<file path="src/rtl/core/sound_chip_timers_and_interrupt_ctrl_top_macros.svh">
// Assertion macros shared by the timer and interrupt controller RTL.
// Each macro expects a clock named clk and a reset named rst in scope.
`ifndef SOUND_CHIP_TIMERS_AND_INTERRUPT_CTRL_TOP_MACROS_SVH
`define SOUND_CHIP_TIMERS_AND_INTERRUPT_CTRL_TOP_MACROS_SVH

// Same-cycle implication, ignored while reset is high.
`define SCT_ASSERT_SAME(label, ante, cons, msg) \
  label: assert property (@(posedge clk) disable iff (rst) (ante) |-> (cons)) \
    else $error(msg);

// Next-cycle implication, ignored while reset is high.
`define SCT_ASSERT_NEXT(label, ante, cons, msg) \
  label: assert property (@(posedge clk) disable iff (rst) (ante) |=> (cons)) \
    else $error(msg);

`endif

</file>
<file path="src/rtl/core/sctic_pkg.sv">
// Types, register offsets and the interrupt check function for the
// sound-chip timer and interrupt controller. No dependencies.
package sctic_pkg;

  localparam int LEVEL_ENTRIES = 8;
  localparam int IRQ_BITS      = 11;
  localparam int IRQ_TIMER_A   = 6;
  localparam int IRQ_TIMER_B   = 7;

  localparam logic [1:0] REQ_TICK  = 2'd0;
  localparam logic [1:0] REQ_WRITE = 2'd1;
  localparam logic [1:0] REQ_READ  = 2'd2;

  localparam logic [15:0] ADDR_TIMER_A = 16'h2890;
  localparam logic [15:0] ADDR_SCIEB   = 16'h289C;
  localparam logic [15:0] ADDR_SCIRE   = 16'h28A4;
  localparam logic [15:0] ADDR_SCILV0  = 16'h28A8;
  localparam logic [15:0] ADDR_SCILV1  = 16'h28AC;
  localparam logic [15:0] ADDR_SCILV2  = 16'h28B0;
  localparam logic [15:0] ADDR_INTREQ  = 16'h2D00;
  localparam logic [15:0] ADDR_INTCLR  = 16'h2D04;

  typedef struct packed {
    logic [2:0] active;
    logic       fiq;
  } irq_t;

  typedef struct packed {
    logic       tick;
    logic       load;
    logic [7:0] count_val;
    logic [2:0] shift_val;
  } timer_ctl_t;

  typedef logic [LEVEL_ENTRIES-1:0][2:0] level_tbl_t;

  // One interrupt check: latch the level of the lowest live bit when no
  // request is active, otherwise drop the FIQ line. Bits 7 and up share
  // the last level entry.
  function automatic irq_t irq_check(irq_t cur, logic [IRQ_BITS-1:0] live,
                                     level_tbl_t lvl);
    irq_t       r;
    logic [2:0] idx;
    r   = cur;
    idx = 3'(IRQ_TIMER_B);
    for (int b = IRQ_TIMER_B - 1; b >= 0; b--) begin
      if (live[b]) idx = 3'(b);
    end
    if (cur.active == 3'd0 && live != '0) begin
      r.active = lvl[idx];
      r.fiq    = 1'b1;
    end else begin
      r.fiq = 1'b0;
    end
    return r;
  endfunction

endpackage

</file>
<file path="src/rtl/core/sound_chip_timers_and_interrupt_ctrl_top.sv">
// Sound-chip timers and interrupt controller. Each beat is a sample tick,
// a register write or a register read and yields exactly one result beat
// with the read data, the FIQ line and the pending bits after that beat.
// A beat is taken into an input register and processed from there into
// the result register, which drives the output, so one beat is accepted
// every cycle while the output is not stalled; a stalled output holds the
// result while one more beat may wait in the input register.
// Depends on sctic_pkg, sctic_timer and the assertion macro header.
`include "sound_chip_timers_and_interrupt_ctrl_top_macros.svh"

module sound_chip_timers_and_interrupt_ctrl_top #(
  parameter int TIMER_COUNT = 3
) (
  input  logic        clk,
  input  logic        rst,
  input  logic        s_tvalid,
  output logic        s_tready,
  input  logic [47:0] s_tdata,  // reg_addr[15:0], write_data[47:16]
  input  logic [1:0]  s_tuser,  // req_type[1:0]
  output logic        m_tvalid,
  input  logic        m_tready,
  output logic [15:0] m_tdata   // read_data[2:0], fiq_line[3], pending_flags[14:4], 0
);

  localparam int NB = sctic_pkg::IRQ_BITS;

  logic        in_valid;
  logic [1:0]  in_type;
  logic [15:0] in_addr;
  logic [31:0] in_data;
  logic        adv;
  logic        do_item;

  logic [NB-1:0]         enable_mask;
  logic [NB-1:0]         pending_bits;
  sctic_pkg::level_tbl_t level_table;
  sctic_pkg::irq_t       irq;

  logic [NB-1:0]         enable_next;
  logic [NB-1:0]         pending_next;
  sctic_pkg::level_tbl_t level_next;
  sctic_pkg::irq_t       irq_next;
  logic [2:0]            rd_next;

  logic [TIMER_COUNT-1:0] wrap;

  assign adv      = !m_tvalid || m_tready;
  assign s_tready = !in_valid || adv;
  assign do_item  = in_valid && adv;

  always_ff @(posedge clk) begin
    if (rst) begin
      in_valid <= 1'b0;
    end else if (s_tready) begin
      in_valid <= s_tvalid;
    end
  end

  always_ff @(posedge clk) begin
    if (s_tvalid && s_tready) begin
      in_type <= s_tuser;
      in_addr <= s_tdata[15:0];
      in_data <= s_tdata[47:16];
    end
  end

  for (genvar i = 0; i < TIMER_COUNT; i++) begin : g_timer
    localparam logic [15:0] TimerAddr = sctic_pkg::ADDR_TIMER_A + 16'(4 * i);
    sctic_pkg::timer_ctl_t ctl;
    assign ctl.tick      = do_item && (in_type == sctic_pkg::REQ_TICK);
    assign ctl.load      = do_item && (in_type == sctic_pkg::REQ_WRITE) &&
                           (in_addr == TimerAddr);
    assign ctl.count_val = in_data[7:0];
    assign ctl.shift_val = in_data[10:8];
    sctic_timer u_timer (
      .clk  (clk),
      .rst  (rst),
      .ctl  (ctl),
      .wrap (wrap[i])
    );
  end

  // Timer wraps are taken in order, each new pending bit running its own
  // check, so a second wrap in the same tick sees the first one's latch.
  always_comb begin
    enable_next  = enable_mask;
    pending_next = pending_bits;
    level_next   = level_table;
    irq_next     = irq;
    rd_next      = 3'd0;
    case (in_type)
      sctic_pkg::REQ_TICK: begin
        for (int i = 0; i < TIMER_COUNT; i++) begin
          if (wrap[i] && !pending_next[sctic_pkg::IRQ_TIMER_A + i]) begin
            pending_next[sctic_pkg::IRQ_TIMER_A + i] = 1'b1;
            irq_next = sctic_pkg::irq_check(irq_next, enable_next & pending_next,
                                            level_next);
          end
        end
      end
      sctic_pkg::REQ_WRITE: begin
        case (in_addr)
          sctic_pkg::ADDR_SCIEB: begin
            enable_next = in_data[NB-1:0];
            irq_next = sctic_pkg::irq_check(irq_next, enable_next & pending_next,
                                            level_next);
          end
          sctic_pkg::ADDR_SCIRE: begin
            pending_next = pending_next & ~in_data[NB-1:0];
            irq_next = sctic_pkg::irq_check(irq_next, enable_next & pending_next,
                                            level_next);
          end
          sctic_pkg::ADDR_SCILV0: begin
            for (int k = 0; k < sctic_pkg::LEVEL_ENTRIES; k++) level_next[k][0] = in_data[k];
          end
          sctic_pkg::ADDR_SCILV1: begin
            for (int k = 0; k < sctic_pkg::LEVEL_ENTRIES; k++) level_next[k][1] = in_data[k];
          end
          sctic_pkg::ADDR_SCILV2: begin
            for (int k = 0; k < sctic_pkg::LEVEL_ENTRIES; k++) level_next[k][2] = in_data[k];
          end
          sctic_pkg::ADDR_INTCLR: begin
            irq_next.active = 3'd0;
            irq_next = sctic_pkg::irq_check(irq_next, enable_next & pending_next,
                                            level_next);
          end
          default: begin
          end
        endcase
      end
      sctic_pkg::REQ_READ: begin
        if (in_addr == sctic_pkg::ADDR_INTREQ) rd_next = irq.active;
      end
      default: begin
      end
    endcase
  end

  always_ff @(posedge clk) begin
    if (rst) begin
      enable_mask  <= '0;
      pending_bits <= '0;
      level_table  <= '0;
      irq          <= '0;
    end else if (do_item) begin
      enable_mask  <= enable_next;
      pending_bits <= pending_next;
      level_table  <= level_next;
      irq          <= irq_next;
    end
  end

  always_ff @(posedge clk) begin
    if (rst) begin
      m_tvalid <= 1'b0;
    end else if (adv) begin
      m_tvalid <= in_valid;
    end
  end

  always_ff @(posedge clk) begin
    if (do_item) begin
      m_tdata <= {1'b0, pending_next, irq_next.fiq, rd_next};
    end
  end

  `SCT_ASSERT_SAME(a_fiq_has_live, irq.fiq, (enable_mask & pending_bits) != '0,
                   "FIQ high with no enabled pending interrupt")
  `SCT_ASSERT_NEXT(a_in_held, in_valid && !adv, in_valid,
                   "input beat lost while output stalled")
  `SCT_ASSERT_NEXT(a_tick_monotone, do_item && in_type == sctic_pkg::REQ_TICK,
                   (pending_bits & $past(pending_bits)) == $past(pending_bits),
                   "sample tick cleared a pending bit")

endmodule

</file>
<file path="src/rtl/core/sctic_timer.sv">
// One 8-bit timer with a 2^k prescaler and a wrap indication.
// Depends on sctic_pkg for the control struct.
module sctic_timer (
  input  logic                    clk,
  input  logic                    rst,
  input  sctic_pkg::timer_ctl_t   ctl,
  output logic                    wrap
);

  logic [7:0] count;
  logic [7:0] subcount;
  logic [2:0] shift;
  logic [7:0] sub_inc;
  logic       match;

  assign sub_inc = subcount + 8'd1;
  assign match   = (sub_inc == (8'd1 << shift));
  assign wrap    = ctl.tick && match && (count == 8'hFF);

  always_ff @(posedge clk) begin
    if (rst) begin
      count    <= '0;
      subcount <= '0;
      shift    <= '0;
    end else if (ctl.load) begin
      count    <= ctl.count_val;
      shift    <= ctl.shift_val;
      subcount <= '0;
    end else if (ctl.tick) begin
      if (match) begin
        subcount <= '0;
        count    <= count + 8'd1;
      end else begin
        subcount <= sub_inc;
      end
    end
  end

endmodule

</file>
<file path="config.mk">
export PLATFORM = sky130hd
export DESIGN_NAME = sound_chip_timers_and_interrupt_ctrl_top
export DESIGN_NICKNAME = d
export VERILOG_FILES = /design/src/rtl/core/sctic_pkg.sv /design/src/rtl/core/sound_chip_timers_and_interrupt_ctrl_top.sv /design/src/rtl/core/sctic_timer.sv
export VERILOG_INCLUDE_DIRS = /design/src /design/src/rtl/core
export SDC_FILE = /design/constraint.sdc
export NUM_CORES = 1
export LEC_CHECK = 0
export BUFFER_PORTS_ARGS = -buffer_cell sky130_fd_sc_hd__buf_4
export CORE_MARGIN = 5
export CORE_UTILIZATION = 40
export DETAILED_ROUTE_END_ITERATION = 6
export PLACE_DENSITY_LB_ADDON = 0.25
export SLEW_MARGIN = 20
export SYNTH_ARGS = -nofsm -noshare
export SYNTH_HDL_FRONTEND = slang
export SYNTH_SLANG_ARGS = --single-unit
</file>
<file path="constraint.sdc">
create_clock -name clk -period 4 [get_ports clk]
set_input_delay 0.4 -clock clk [delete_from_list [all_inputs] [get_ports clk]]
set_output_delay 0.4 -clock clk [all_outputs]
set_load 0.005 [all_outputs]
</file>
==> results of run 1 <==
-- registers in the layout (all words and copies together), names as in the netlist, 9 cells and up --
| name | count |
|---|---|
| enable_mask | 11 |
| g_timer.u_timer.subcount | 24 |
| pending_bits | 11 |
| g_timer.u_timer.shift | 9 |
| level_table | 24 |
| g_timer.u_timer.count | 24 |
| in_addr | 16 |
| in_data | 11 |
| m_tdata | 15 |
-- cells by family after synthesis --
kind of cell               Yosys count  share of synthesized area
and+or+nand+nor                    471                      0.263
AOI/OAI and AO/OA                  251                      0.183
DFF                                153                      0.398
buffers and inverters               74                     0.0331
muxes                               64                     0.0832
xor gates and xnor gates            29                     0.0304
adders and majority gates            6                    0.00852
other                                1                   0.000426
-- layer usage --
layer  track usage  wire length [um]  up-vias
met5             0                 0        -
met4        0.0548               426        0
met3        0.0342              1080       24
met2         0.333             11700      189
met1         0.272             11500     3789
li1              -                 -     3868
-- worst register-to-register path: cells and delay by family, from the launching register on --
kind                   cells  cell delay [ps]
AND/OR/NAND/NOR            3             1420
AO/OA/AOI/OAI              7             1180
flip-flops                 1              370
buffers and inverters      1              180
-- area by class of cell --
cell class	count	area, um2	share of cell area
Clock buffer	17	425	0.0422
Clock inverter	15	194	0.0193
Inverter	14	52.6	0.00522
Multi-Input combinational cell	822	5020	0.499
Sequential cell	153	3500	0.348
Tap cell	280	350	0.0348
Timing Repair Buffer	70	526	0.0522
-- layout by cell type (no fill, tap or decap), drive strengths merged, types with 11 or more instances in the layout --
| master | synthesis | final |
|---|---|---|
| buf | 10 | 70 |
| nand2b | 21 | 21 |
| o22ai | 12 | 12 |
| nand3 | 39 | 39 |
| clkbuf | 50 | 17 |
| nand4 | 16 | 16 |
| nand2 | 133 | 133 |
| dfxtp | 109 | 109 |
| a21boi | 14 | 14 |
| inv | 14 | 20 |
| and3 | 21 | 21 |
| a22oi | 14 | 14 |
| a211oi | 17 | 17 |
| edfxtp | 44 | 44 |
| mux2i | 53 | 53 |
| xnor2 | 18 | 18 |
| a21oi | 93 | 93 |
| nor3b | 11 | 11 |
| or3 | 14 | 14 |
| and2 | 12 | 12 |
| nor2 | 129 | 129 |
| o21ai | 45 | 45 |
| nor3 | 33 | 33 |
-- where the power goes --
| group | total, mW | internal, mW | leakage [nW] | switching (mW) |
|---|---|---|---|---|
| Combinational | 0.139 | 0.0555 | 1.89 | 0.0839 |
| Sequential | 1.66 | 1.62 | 1.30 | 0.0376 |
| Clock | 1.64 | 0.852 | 0.299 | 0.788 |
| Total | 3.44 | 2.53 | 3.49 | 0.909 |
-- stage by stage --
stage / power, mW / util / cell area, um2
CTS: 3.48 / 0.463 / 10100
floorplan: 1.75 / - / 8810
detailed placement: 1.84 / 0.434 / 9450
global placement: 1.84 / 0.434 / 9450
finish: 3.44 / 0.463 / 10100
global route: 3.56 / 0.463 / 10100
-- worst paths after layout --
path	slack, ps	endpoint	from
min reg2reg	470	g_timer[0].u_timer.count[1]$_SDFFE_PP0P_	g_timer[0].u_timer.count[1]$_SDFFE_PP0P_
max	680	irq[1]$_SDFFE_PP0P_	in_addr[14]$_DFFE_PP_
max reg2reg	680	irq[1]$_SDFFE_PP0P_	in_addr[14]$_DFFE_PP_
min	130	in_addr[11]$_DFFE_PP_	s_tdata[11]
==> impl_metrics.json, run 1 <==
{
  "status": "finished clean",
  "postCtsHoldBufs": 0,
  "layout_setup_ws_ps": 680,
  "fin_cells": 1371,
  "dp_hpwl_um": 17500,
  "fp.dieH_um": 158,
  "hold_ws_ps": 129,
  "clkTransAtPathRegs_ps": 80,
  "htreeDepth": 4,
  "port_buffers": 49,
  "synth-seq-cells": 153,
  "synth_seq_area_share": 0.398,
  "diodes": 0,
  "worstRegToRegCells": 11,
  "synth_edf_count": 44,
  "yosysTopAreaCell": "dfxtp_1",
  "globalplace.congestion": 0.959,
  "postRouteAntennaNets": 0,
  "min-delay-path-class": "in2reg",
  "crit_top_cell": "a211oi_1",
  "post-route-min-period_ps": 3320,
  "cp.required_ps": 4280,
  "numCtsBuffers": 17,
  "cts_root_buffer": "clkbuf_16",
  "cp_cell_sequence": "nor4b_1 > nand3_1 > nor3_1 > a31oi_1 > a21oi_1 > o21ai_0 > a211oi_1 > buf_4 > o311ai_1 > a221oi_1 > a211oi_1",
  "worst-setup-path-type": "reg2reg",
  "period_share": 0.830,
  "crit_arrival_ps": 3600,
  "vias": 7870,
  "worst_path_max_delay_cell": "nor4b_1",
  "firstDrtPassIters": 5,
  "cp-end-kind": "flop",
  "cp_top_family": "simple AND/OR/NAND/NOR gates",
  "grt_pass1_wl_um": 40000,
  "yosysWarnings": 0,
  "area_growth_pct": 14.3,
  "maxClockFrequency_mhz": 301,
  "netlist_area_um2": 8810,
  "final_nets": 1138,
  "hold_path_depth": 1,
  "critPathBufInv": 1,
  "power_density_nw_per_um2": 342,
  "tightest_slew_ps": 862,
  "fin_worst_skew_ps": 15.7,
  "tns_ps": 0,
  "cp_slowest_stage_delay_ps": 730,
  "synth_fp_nets": 1109,
  "ios": 72,
  "cts_buffer_depth": 2,
  "drc": 0,
  "routedWlPerCell_um": 18.0,
  "clk_latency_ps": 440,
  "grtUsageTotal": 0.201,
  "ys_top_cells_by_area": "dfxtp_1, edfxtp_1, mux2i_1, nand2_1, nor2_1",
  "p_leak_nw": 3.49,
  "irDropWorstVdd_mv": 0.225,
  "drt_iter0_drc": 634,
  "ys.flop_type": "dfxtp_1",
  "yosysTopAreaCellShare": 0.248,
  "die_area_um2": 25100,
  "cp.depth": 11,
  "cts_tree": "done",
  "cts_sinks": 153,
  "finalWirelength_um": 24600,
  "grt_remaining_overflow": 0,
  "start_util": 0.405,
  "maxCapViolCount": 0,
  "syn_inst": 1049,
  "avgViaCountPerCell": 5.74,
  "avgSynthCellArea_um2": 8.40,
  "ys_async_sr_fraction": 0,
  "synth_top_cells_by_count": "nand2_1, nor2_1, dfxtp_1",
  "antenna_found_initial": 0,
  "rows": 54,
  "finalHoldViolations": 0,
  "design.core.area_um2": 21800,
  "relSlewSlack": 0.425,
  "crit_path_max_fanout": 6,
  "grt_max_degree": 66,
  "setup_viol": 0,
  "post_cts_buffers": 0,
  "report.final.slew_viol_count": 0,
  "rsz0062_at_grt": "false",
  "yosysMostFrequentCell": "nand2_1",
  "dp_slack_ps": 758,
  "setup.worst_path.start_class": "flop",
  "grt_pass1_vias": 7372,
  "ys_types": 89,
  "cts_resized": 0,
  "n_fill_cell": 2154,
  "dp_cells": 1339,
  "die_x_um": 158,
  "drive_above_1_share": 0.127
}
(Power assumes the default switching activity.)
==> run 2: changes to the inputs <==
- clock period: 4 -> 2.8 ns (I/O delays scaled with it)
==> run 2 against run 1 <==
The flow now finishes with violations (setup timing). Wire length is 7.4% higher. Clock power is 46% higher. Utilization increased by 6.0 points.
==> impl_metrics.json, run 2 (synthesis gave the netlist of run 1 again) <==
{
  "cp.required_ps": 3150,
  "cp_cell_sequence": "ha_4 > nand2_2 > or3_1 > and2_4 > a31o_4 > or3_4 > nor4b_4 > buf_4 > a21oi_4 > a211oi_2 > o21ai_2 > a311oi_1",
  "final_nets": 1269,
  "tns_ps": -243,
  "layout_setup_ws_ps": -117,
  "maxCapViolCount": 0,
  "failed_checks": "setup timing",
  "p_leak_nw": 4.19,
  "rows": 54,
  "setup.worst_path.start_class": "flop",
  "critPathBufInv": 1,
  "maxClockFrequency_mhz": 343,
  "ios": 72,
  "final_util": 0.523,
  "worst_path_max_delay_cell": "or3_4",
  "port_buffers": 49,
  "postRouteAntennaNets": 0,
  "avgViaCountPerCell": 5.64,
  "start_util": 0.405,
  "hold_ws_ps": 9.16,
  "firstDrtPassIters": 5,
  "report.final.slew_viol_count": 0,
  "area_growth_pct": 29.1,
  "n_fill_cell": 2042,
  "cts_sinks": 153,
  "p_clk_frac": 0.476,
  "fin_worst_skew_ps": 17.2,
  "diodes": 0,
  "finalWirelength_um": 26500,
  "die_area_um2": 25100,
  "drt_iter0_drc": 640,
  "pwr-share-comb": 0.055,
  "cp_top_family": "simple AND/OR/NAND/NOR gates",
  "post-route-min-period_ps": 2920,
  "crit_path_max_fanout": 5,
  "worstSetupStartpoint": "g_timer[0].u_timer.subcount[0]$_SDFFE_PP0P_",
  "cp_slowest_stage_delay_ps": 390,
  "cp-end-kind": "flop",
  "grt_remaining_overflow": 0,
  "fin_cells": 1502,
  "design.core.area_um2": 21800,
  "p_sw_mw": 1.36,
  "htreeDepth": 4,
  "irDropWorstVdd_mv": 0.354,
  "period_share": 1.04,
  "relSlewSlack": 0.419,
  "r2r_start": "g_timer[0].u_timer.subcount[0]$_SDFFE_PP0P_",
  "layout_commonest_cell": "buf_4",
  "status": "finished, violations left",
  "grt_pass1_wl_um": 42300,
  "power_density_nw_per_um2": 441,
  "min-delay-start": "s_tdata[1]",
  "drc": 0,
  "min-delay-path-class": "in2reg",
  "drive_above_1_share": 0.243,
  "setup_viol": 3,
  "cts_buffer_depth": 2,
  "die_x_um": 158,
  "multi_input_area_um2": 5280,
  "rsz0062_at_grt": "true",
  "cts_tree": "done",
  "vias": 8473,
  "finalHoldViolations": 0,
  "numCtsBuffers": 17,
  "grt_pass1_vias": 8016,
  "dp_cells": 1448,
  "routedWlPerCell_um": 17.6,
  "tightest_slew_ps": 871,
  "reg_top3": "g_timer.u_timer.count: 24 flops, g_timer.u_timer.subcount: 24 flops, level_table: 24 flops",
  "mostFrequentLayoutCells": "buf_4, nand2_1, nor2_1",
  "sequentialPowerShare": 0.469,
  "crit_arrival_ps": 3270,
  "grtUsageTotal": 0.213,
  "p_sw_frac": 0.270,
  "cts_root_buffer": "clkbuf_16",
  "antenna_found_initial": 0,
  "worst-setup-path-type": "reg2reg",
  "grt_max_degree": 55,
  "globalplace.congestion": 0.961,
  "fp.dieH_um": 158,
  "seq_area_um2": 3510,
  "p_int_mw": 3.66,
  "clkTransAtPathRegs_ps": 80,
  "clk_latency_ps": 450,
  "dp_hpwl_um": 19000
}
[run 2: per-layer routing]
metal / global-route usage / wire (um) / vias to the layer above
met4: 0.0695 / 643 / 0
met3: 0.0342 / 1190 / 53
met2: 0.364 / 12900 / 235
met1: 0.276 / 11700 / 4041
met5: 0 / 0 / -
li1: - / - / 4144
[run 2: worst reg2reg max path: cells and delay by family, from the launching register on]
kind,cells,cell delay (ps)
adder cells (fa/ha/maj),1,160
buffers and inverters,1,170
AND/OR/NAND/NOR,5,1260
AO/OA/AOI/OAI,5,890
flip-flops,1,360
[run 2: final timing paths]
check	slack [ps]	cells after the start	end
worst max-delay path	-120	12	irq[0]$_SDFFE_PP0P_
worst min-delay path	9	1	in_addr[1]$_DFFE_PP_
worst max register to register	-120	12	irq[0]$_SDFFE_PP0P_
worst min register to register	480	2	g_timer[2].u_timer.count[1]$_SDFFE_PP0P_
[run 2: area by class of cell]
cell class                 count  share of cell area
multi-input combinational    822               0.464
sequential                   153               0.309
timing repair buffer         201               0.137
clock buffer                  17              0.0374
tap                          280              0.0308
clock inverter                15              0.0167
inverter                      14             0.00462
[run 2: power by group through the flow]
stage / logic, mW / registers, mW / clock network (mW)
finish: 0.276 / 2.35 / 2.39
floorplan: 0.111 / 2.39 / 0
CTS: 0.266 / 2.35 / 2.43
global placement: 0.243 / 2.40 / 0
detailed placement: 0.245 / 2.40 / 0
global route: 0.294 / 2.36 / 2.54
[run 2: stage by stage]
step	total power, mW	worst slack, ps	cell area [um2]
after global placement	2.64	-128	10300
after global routing	5.19	-244	11400
after floorplan	2.50	5.85	8830
final	5.02	-117	11400
after CTS	5.05	-106	11100
after detailed placement	2.65	-164	10300
[run 2: what timing repair did]
action,CTS,global route
pin swaps,4,26
hold buffers,15,3
hold endpoints to repair,15,3
gates resized for setup,11,48
setup buffers,2,2
setup endpoints to repair,5,14
